==> src/rtl/core/swm_pkg.sv <==
package swm_pkg;

  // default build sizes
  localparam int WINDOW_MAX_DEF   = 15;
  localparam int SAMPLE_WIDTH_DEF = 16;

  // window size register
  localparam int                  CFG_WIDTH = 4;
  localparam logic [CFG_WIDTH-1:0] CFG_RESET = 4'd3;

  // control handed from the sequencer to the sort chain
  typedef struct packed {
    logic load;   // capture a new window snapshot
    logic run;    // perform one compare-exchange round
    logic odd;    // round parity: pairs start at odd cells
  } sort_ctl_t;

endpackage

==> src/rtl/core/sliding_window_median_filter.sv <==
// Order: an accepted sample owing a median goes to S_SORT, then S_EMIT; one owing
//   only pass-through results goes to S_EMIT; one owing none stays in S_IDLE.
// Flow: the input stalls outside S_IDLE, so no new sample is taken until every result
//   owed by the last has gone out. W, the count of sort rounds, is the effective window.
// Reset: synchronous, active low; clears the position count, sequencer and output
//   valid, sets the window to 3. History holds no value until written.
module sliding_window_median_filter
  import swm_pkg::*;
#(
  parameter int WINDOW_MAX   = WINDOW_MAX_DEF,
  parameter int SAMPLE_WIDTH = SAMPLE_WIDTH_DEF
) (
  input  logic                           clk,
  input  logic                           rst_n,
  // input samples
  input  logic                           in_valid,
  output logic                           in_stall,
  input  logic signed [SAMPLE_WIDTH-1:0] in_sample,
  input  logic                           in_end_of_sequence,
  // results
  output logic                           out_valid,
  input  logic                           out_stall,
  output logic signed [SAMPLE_WIDTH-1:0] out_value,
  output logic                           out_filtered,
  output logic                           out_run_last,
  // window size register
  input  logic                           cfg_valid,
  output logic                           cfg_ready,
  input  logic [CFG_WIDTH-1:0]           cfg_window_size
);

  localparam int CW  = $clog2(WINDOW_MAX + 1);
  localparam int DW  = $clog2(WINDOW_MAX);
  localparam int TOP = (WINDOW_MAX % 2 == 1) ? WINDOW_MAX : WINDOW_MAX - 1;

  typedef enum logic [1:0] {
    S_IDLE,
    S_SORT,
    S_EMIT
  } state_t;

  state_t                         state_r, state_nxt;
  logic [CFG_WIDTH-1:0]           cfg_r;
  logic [CW-1:0]                  seen_r, seen_nxt;
  logic [CW-1:0]                  cnt_r, cnt_nxt;
  logic [CW-1:0]                  w_r, w_nxt;
  logic [DW-1:0]                  h_r, h_nxt;
  logic [DW-1:0]                  d_r, d_nxt;
  logic                           med_r, med_nxt;
  logic                           eos_r, eos_nxt;
  logic                           out_valid_r, out_valid_nxt;
  logic signed [SAMPLE_WIDTH-1:0] out_value_r;
  logic                           out_filtered_r;
  logic                           out_run_last_r;
  logic signed [SAMPLE_WIDTH-1:0] history_r [WINDOW_MAX];
  logic signed [SAMPLE_WIDTH-1:0] snap      [WINDOW_MAX];

  logic [CFG_WIDTH-1:0]           w_odd;
  logic [CW-1:0]                  w_eff;
  logic [CW-1:0]                  h_eff;
  logic [CW-1:0]                  seen_inc;
  logic [CW-1:0]                  k;
  logic                           has_out;
  logic [DW-1:0]                  d_start;
  logic                           med_start;
  logic                           in_fire;
  logic                           emit_fire;
  logic                           emit_last;
  sort_ctl_t                      sort_ctl;
  logic signed [SAMPLE_WIDTH-1:0] median;

  assign in_fire   = in_valid && !in_stall;
  assign emit_fire = (state_r == S_EMIT) && (!out_valid_r || !out_stall);
  assign emit_last = !eos_r || (d_r == '0);

  // round the window down to odd and clamp it
  always_comb begin
    w_odd = cfg_r;
    if (!cfg_r[0] && (cfg_r != '0)) begin
      w_odd = cfg_r - 1'b1;
    end
    if (w_odd < CFG_WIDTH'(3)) begin
      w_eff = CW'(3);
    end else if (int'(w_odd) > TOP) begin
      w_eff = CW'(TOP);
    end else begin
      w_eff = CW'(w_odd);
    end
    h_eff = (w_eff - 1'b1) >> 1;
  end

  // position of the new sample and the first result it owes
  always_comb begin
    seen_inc  = (seen_r < CW'(WINDOW_MAX)) ? seen_r + 1'b1 : seen_r;
    k         = seen_inc - 1'b1;
    has_out   = in_end_of_sequence || (k >= h_eff);
    d_start   = (in_end_of_sequence && (k < h_eff)) ? DW'(k) : DW'(h_eff);
    med_start = (d_start == DW'(h_eff)) && ({1'b0, k} >= {h_eff, 1'b0});
  end

  // window as it stands after the shift, newest first
  always_comb begin
    snap[0] = in_sample;
    for (int i = 1; i < WINDOW_MAX; i++) begin
      snap[i] = history_r[i-1];
    end
  end

  // sequencer
  always_comb begin
    state_nxt = state_r;
    seen_nxt  = seen_r;
    cnt_nxt   = cnt_r;
    w_nxt     = w_r;
    h_nxt     = h_r;
    d_nxt     = d_r;
    med_nxt   = med_r;
    eos_nxt   = eos_r;
    case (state_r)
      S_IDLE: begin
        if (in_fire) begin
          seen_nxt = in_end_of_sequence ? '0 : seen_inc;
          w_nxt    = w_eff;
          h_nxt    = DW'(h_eff);
          d_nxt    = d_start;
          med_nxt  = med_start;
          eos_nxt  = in_end_of_sequence;
          cnt_nxt  = '0;
          if (has_out) begin
            state_nxt = med_start ? S_SORT : S_EMIT;
          end
        end
      end
      S_SORT: begin
        cnt_nxt = cnt_r + 1'b1;
        if (cnt_r == w_r - 1'b1) begin
          state_nxt = S_EMIT;
        end
      end
      S_EMIT: begin
        if (emit_fire) begin
          med_nxt = 1'b0;
          if (emit_last) begin
            state_nxt = S_IDLE;
          end else begin
            d_nxt = d_r - 1'b1;
          end
        end
      end
      default: begin
        state_nxt = S_IDLE;
      end
    endcase
  end

  // hold the result until taken
  always_comb begin
    if (emit_fire) begin
      out_valid_nxt = 1'b1;
    end else if (out_stall) begin
      out_valid_nxt = out_valid_r;
    end else begin
      out_valid_nxt = 1'b0;
    end
  end

  // control state and registered outputs
  always_ff @(posedge clk) begin
    if (!rst_n) begin
      state_r     <= S_IDLE;
      seen_r      <= '0;
      cfg_r       <= CFG_RESET;
      out_valid_r <= 1'b0;
      cnt_r       <= '0;
      w_r         <= CW'(3);
      h_r         <= DW'(1);
      d_r         <= '0;
      med_r       <= 1'b0;
      eos_r       <= 1'b0;
    end else begin
      state_r     <= state_nxt;
      seen_r      <= seen_nxt;
      out_valid_r <= out_valid_nxt;
      cnt_r       <= cnt_nxt;
      w_r         <= w_nxt;
      h_r         <= h_nxt;
      d_r         <= d_nxt;
      med_r       <= med_nxt;
      eos_r       <= eos_nxt;
      if (cfg_valid && cfg_ready) begin
        cfg_r <= cfg_window_size;
      end
    end
  end

  // advance the history on each accepted sample; load result payload
  always_ff @(posedge clk) begin
    if (in_fire) begin
      for (int i = 0; i < WINDOW_MAX; i++) begin
        history_r[i] <= snap[i];
      end
    end
    if (emit_fire) begin
      out_value_r    <= med_r ? median : history_r[d_r];
      out_filtered_r <= med_r;
      out_run_last_r <= emit_last;
    end
  end

  // sort chain works on a snapshot taken at accept
  assign sort_ctl.load = in_fire;
  assign sort_ctl.run  = (state_r == S_SORT);
  assign sort_ctl.odd  = cnt_r[0];

  swm_sort_chain #(
    .WINDOW_MAX  (WINDOW_MAX),
    .SAMPLE_WIDTH(SAMPLE_WIDTH),
    .CW          (CW),
    .DW          (DW)
  ) u_chain (
    .clk      (clk),
    .ctl      (sort_ctl),
    .width    (w_r),
    .load_vals(snap),
    .sel      (h_r),
    .median   (median)
  );

  assign in_stall     = (state_r != S_IDLE);
  assign cfg_ready    = 1'b1;
  assign out_valid    = out_valid_r;
  assign out_value    = out_value_r;
  assign out_filtered = out_filtered_r;
  assign out_run_last = out_run_last_r;

endmodule

==> src/rtl/core/swm_sort_cell.sv <==
module swm_sort_cell
  import swm_pkg::*;
#(
  parameter int SAMPLE_WIDTH = SAMPLE_WIDTH_DEF
) (
  input  logic                           clk,
  input  logic                           load,
  input  logic signed [SAMPLE_WIDTH-1:0] load_val,
  input  logic                           act_lo,
  input  logic                           act_hi,
  input  logic signed [SAMPLE_WIDTH-1:0] left_val,
  input  logic signed [SAMPLE_WIDTH-1:0] right_val,
  output logic signed [SAMPLE_WIDTH-1:0] val
);

  logic signed [SAMPLE_WIDTH-1:0] val_r;
  logic signed [SAMPLE_WIDTH-1:0] val_nxt;

  // keep the smaller value as the lower cell of a pair, the larger as the upper
  always_comb begin
    val_nxt = val_r;
    if (load) begin
      val_nxt = load_val;
    end else if (act_lo) begin
      val_nxt = (right_val < val_r) ? right_val : val_r;
    end else if (act_hi) begin
      val_nxt = (left_val > val_r) ? left_val : val_r;
    end
  end

  always_ff @(posedge clk) begin
    val_r <= val_nxt;
  end

  assign val = val_r;

endmodule

==> src/rtl/core/swm_sort_chain.sv <==
module swm_sort_chain
  import swm_pkg::*;
#(
  parameter int WINDOW_MAX   = WINDOW_MAX_DEF,
  parameter int SAMPLE_WIDTH = SAMPLE_WIDTH_DEF,
  parameter int CW           = $clog2(WINDOW_MAX + 1),
  parameter int DW           = $clog2(WINDOW_MAX)
) (
  input  logic                           clk,
  input  sort_ctl_t                      ctl,
  input  logic [CW-1:0]                  width,
  input  logic signed [SAMPLE_WIDTH-1:0] load_vals [WINDOW_MAX],
  input  logic [DW-1:0]                  sel,
  output logic signed [SAMPLE_WIDTH-1:0] median
);

  logic signed [SAMPLE_WIDTH-1:0] vals [WINDOW_MAX];

  // row of odd-even transposition cells; only pairs inside the window trade
  for (genvar i = 0; i < WINDOW_MAX; i++) begin : g_cell
    logic                           act_lo;
    logic                           act_hi;
    logic signed [SAMPLE_WIDTH-1:0] left_val;
    logic signed [SAMPLE_WIDTH-1:0] right_val;

    assign act_lo = ctl.run && (ctl.odd == (i % 2 == 1)) && (int'(width) > i + 1);
    assign act_hi = ctl.run && (ctl.odd != (i % 2 == 1)) && (i >= 1) && (int'(width) > i);

    if (i == 0) begin : g_left_edge
      assign left_val = '0;
    end else begin : g_left
      assign left_val = vals[i-1];
    end

    if (i == WINDOW_MAX - 1) begin : g_right_edge
      assign right_val = '0;
    end else begin : g_right
      assign right_val = vals[i+1];
    end

    swm_sort_cell #(
      .SAMPLE_WIDTH(SAMPLE_WIDTH)
    ) u_cell (
      .clk      (clk),
      .load     (ctl.load),
      .load_val (load_vals[i]),
      .act_lo   (act_lo),
      .act_hi   (act_hi),
      .left_val (left_val),
      .right_val(right_val),
      .val      (vals[i])
    );
  end

  // pick the middle rank
  assign median = vals[sel];

endmodule

==> config.mk <==
export PLATFORM = sky130hd
export DESIGN_NAME = sliding_window_median_filter
export DESIGN_NICKNAME = d
export VERILOG_FILES = /design/src/rtl/core/swm_pkg.sv /design/src/rtl/core/sliding_window_median_filter.sv /design/src/rtl/core/swm_sort_cell.sv /design/src/rtl/core/swm_sort_chain.sv
export SDC_FILE = /design/constraint.sdc
export NUM_CORES = 1
export LEC_CHECK = 0
export ABC_AREA = 1
export BUFFER_PORTS_ARGS = -buffer_cell sky130_fd_sc_hd__clkbuf_2
export CORE_MARGIN = 2
export CORE_UTILIZATION = 55
export CTS_CLUSTER_SIZE = 8
export DETAILED_ROUTE_END_ITERATION = 12
export PLACE_DENSITY = 0.8
export SYNTH_ARGS = -nofsm -noshare
export SYNTH_HDL_FRONTEND = slang
export SYNTH_SLANG_ARGS = --single-unit
==> constraint.sdc <==
create_clock -name clk -period 8.35 [get_ports clk]
set_input_delay 0.4175 -clock clk [delete_from_list [all_inputs] [get_ports clk]]
set_output_delay 0.4175 -clock clk [all_outputs]
set_load 0.05 [all_outputs]
==> parameters.txt <==
Parameter                              Value

Cells and area
  Storage cell area    0.0156 mm2
  Fraction of layout cells with a size suffix above 1    5.98%
  Synthesis-to-layout area growth    9.18%
  Antenna diode count    0
  Number of nets in the layout    3540
  Final instance count without filler cells    4001
  Fraction of the core area covered by cells at the end of the flow    60.4%
  Multi-input gate area in the final layout    0.0125 mm2
  Non-Filler Cell Area, Final    0.0331 mm2
  Number of fillers in the final layout    4527

Timing
  Number of hold-slack violations in the final timing report    0
  Final Cycle Share    43.8%
  Relative slew slack    32.2%
  Shortest period the worst path allows    3.65 ns
  Top achievable clock speed    0.274 GHz
  Unrepaired setup endpoints after global routing    no
  Sum Neg Setup Slack    0 ns
  Hold WS    0.0230 ns
  Worst Tran Pin Value    1.02 ns
  Worst setup skew after layout    0.0233 ns
  Final setup violation count    0
  Max Slew Vio Count    0
  Worst setup margin    4.70 ns

Route
  DRC violations left    0
  Total detailed-routing wirelength    79400 um
  First-pass DRT Iterations    6
  Number of routed nets with antenna violations    0
  Wire length per cell after detailed routing    19.8 um
  DR vias    24500
  Starting DRT DRC Count    3003
  Via/cell ratio    6.13

Power and ir drop
  Pwr/cell area    389 mW/mm2
  Static power due to leakage    13.5 nW
  Final Power    12.9 mW
  Peak VDD IR    0.248 mV

Flow run
  MaxCap Viol Count    0

GRT
  Global-route total usage across every layer    27.8%
  Via count of the first global-routing pass    22900
  Pin count of the biggest net entering global routing    198
  Global-route wire length before repair    125000 um
  Total gr overflow    0
  Antenna violations before repair    0

Hold path
  End of the worst hold path    history_r[0][13]
  Depth of the worst hold-timing path    1
  Hold path start    in_sample[13]
  Worst min-delay path category    primary input to flip-flop

Critical path
  Number of buffers and inverters on the critical path    4
  Category of the critical setup timing path    flip-flop to flip-flop
  End of the worst register-to-register path    u_chain.g_cell[7].u_cell.val[1]
  WP data arrival    3.95 ns
  CP delay by family, top    buffers and inverters
  CP max stage delay    0.80 ns
  FF-to-FF Start    state_r[1]
  Maximum net fanout on the critical path    74
  Required @ worst endpoint    8.65 ns
  Crit-path cells    nor2_1 > inv_1 > nor2_4 > buf_4 > buf_4 > buf_4 > o21ai_0
  Nature of the critical path endpoint    flip-flop
  Worst reg2reg path depth    7
  Reg-to-reg setup timing slack    4.70 ns
  Number of gates on the worst path with buffers counted    7
  Nature of the critical path startpoint    flip-flop
  Critical path's slowest cell    sky130_fd_sc_hd__buf_4
  Cell seen most often among critical-path stages    sky130_fd_sc_hd__buf_4

Yosys
  Library cells used by synthesis    52
  Leading area contributor after synthesis    sky130_fd_sc_hd__edfxtp_1
  Synth Area per Inst    9.23 um2
  Cell with the most instances after synthesis    sky130_fd_sc_hd__a21oi_1
  Main area contributors after synthesis    sky130_fd_sc_hd__edfxtp_1 (49%), sky130_fd_sc_hd__ha_1 (9.7%), sky130_fd_sc_hd__a21oi_1 (8.7%)
  Sequential fraction of the synthesis area    51.4%
  Number of enable-type register cells in the synthesized netlist    498
  Post-synth top cells    sky130_fd_sc_hd__a21oi_1 (527), sky130_fd_sc_hd__edfxtp_1 (498), sky130_fd_sc_hd__nand2_1 (487)
  Mapped cell area    0.0303 mm2
  Gate count after technology mapping    3286
  Total nets after synthesis    3548
  Dominant synthesized flop cell    sky130_fd_sc_hd__edfxtp_1
  FFs w/ async S/R, synth    0%
  Yosys Warn Count    0
  Number of flip-flops and latches in the synthesized netlist    530
  Post-synth top area share    49.3%

Place
  Post-Place Setup Slack    4.74 ns
  Sum of net half-perimeters after detailed placement    55000 um
  Routability-driven placement congestion ratio    0.896
  Number of cells after detailed placement    3896
  IO buf count    45
  Total placed instance area    0.0310 mm2

Clock tree
  Level count of the clock H-tree    3
  TritonCTS clock tree    yes
  Clock input transition at the sequential cells of the worst setup and hold paths    0.05 ns
  Latest clock arrival within the worst-skew pair    0.61 ns
  Post-CTS Setup Inserts    0
  Clock tree sinks    530
  Master cell of the clock root buffer    sky130_fd_sc_hd__clkbuf_16
  Bufs on Longest Clock Path    3
  Total clock buffers created by CTS    76

Die
  Core Area    0.0548 mm2
  Die area    0.0570 mm2
  Die boundary height    239 um
  Num ports    47
  Initial core utilization    55.4%
  Floorplan die width    239 um
  Num rows    86

Run status
  Outcome    complete, no violations
layout make-up:
| class | instances | area share, % |
|---|---|---|
| Tap cell | 704 | 2.66 |
| Clock inverter | 1 | 0.0265 |
| Multi-Input combinational cell | 2184 | 37.7 |
| Inverter | 404 | 4.60 |
| Timing Repair Buffer | 82 | 1.62 |
| Sequential cell | 530 | 47.1 |
| Clock buffer | 96 | 6.22 |
what timing repair did:
| action | CTS | global route |
|---|---|---|
| gates resized for setup | 0 | 0 |
| hold buffers | 6 | 2 |
| setup endpoints to repair | 0 | 0 |
| hold endpoints to repair | 6 | 2 |
registers in the layout (all words and copies together), names as in the netlist, named ones only:
signal and flops:
out_run_last 1, state_r 2, med_r 1, out_value 16, eos_r 1, out_filtered 1
w_r 4, history_r 240, u_chain.g_cell.u_cell.val 240, out_valid 1, d_r 4, h_r 3
cfg_r 4, cnt_r 4, seen_r 4
worst max-delay path by stage:
stage,start,end,slack (ns)
after floorplan,state_r[1],u_chain.g_cell[2].u_cell.val[10],3.53
after global placement,state_r[1],u_chain.g_cell[7].u_cell.val[0],4.84
after detailed placement,state_r[1],u_chain.g_cell[7].u_cell.val[1],4.74
after CTS,state_r[1],u_chain.g_cell[7].u_cell.val[1],4.72
after global routing,state_r[1],u_chain.g_cell[7].u_cell.val[5],4.42
final,state_r[1],u_chain.g_cell[7].u_cell.val[1],4.70
power breakdown:
group / switching (mW) / total, mW / leakage (nW) / internal [mW]
logic: 3.43 / 5.02 / 7.53 / 1.60
clock network: 1.10 / 2.79 / 1.01 / 1.69
registers: 0.742 / 5.06 / 5.00 / 4.32
kinds of logic after synthesis:
logic type / share of synthesized area, %
DFF: 51.4
AOI/OAI and AO/OA: 20.2
and+or+nand+nor: 11.0
adders and majority gates: 9.74
xor gates and xnor gates: 0.231
other: 0.0248
buffers and inverters: 7.40
cells in the final DEF (no fill, tap or decap), types with 54 or more instances in the layout:
master                      Yosys  layout
sky130_fd_sc_hd__nand3_1      110     110
sky130_fd_sc_hd__clkbuf_16      0      79
sky130_fd_sc_hd__a21oi_1      527     526
sky130_fd_sc_hd__o211ai_1      54      54
sky130_fd_sc_hd__ha_1         236     236
sky130_fd_sc_hd__o21ai_0      457     456
sky130_fd_sc_hd__inv_1        390     388
sky130_fd_sc_hd__nor2_1       113     112
sky130_fd_sc_hd__nand2_1      487     487
sky130_fd_sc_hd__edfxtp_1     498     498
routing by layer:
| layer | global-route usage (%) | share of wire, % | vias up |
|---|---|---|---|
| met1 | 38.5 | 40 | 11500 |
| met2 | 44.2 | 46 | 1280 |
| li1 | - | - | 11600 |
| met4 | 9.70 | 3.3 | 0 |
| met3 | 5.07 | 10 | 169 |
| met5 | 0 | 0 | - |
No activity file was read; power rests on OpenSTA's default activity.
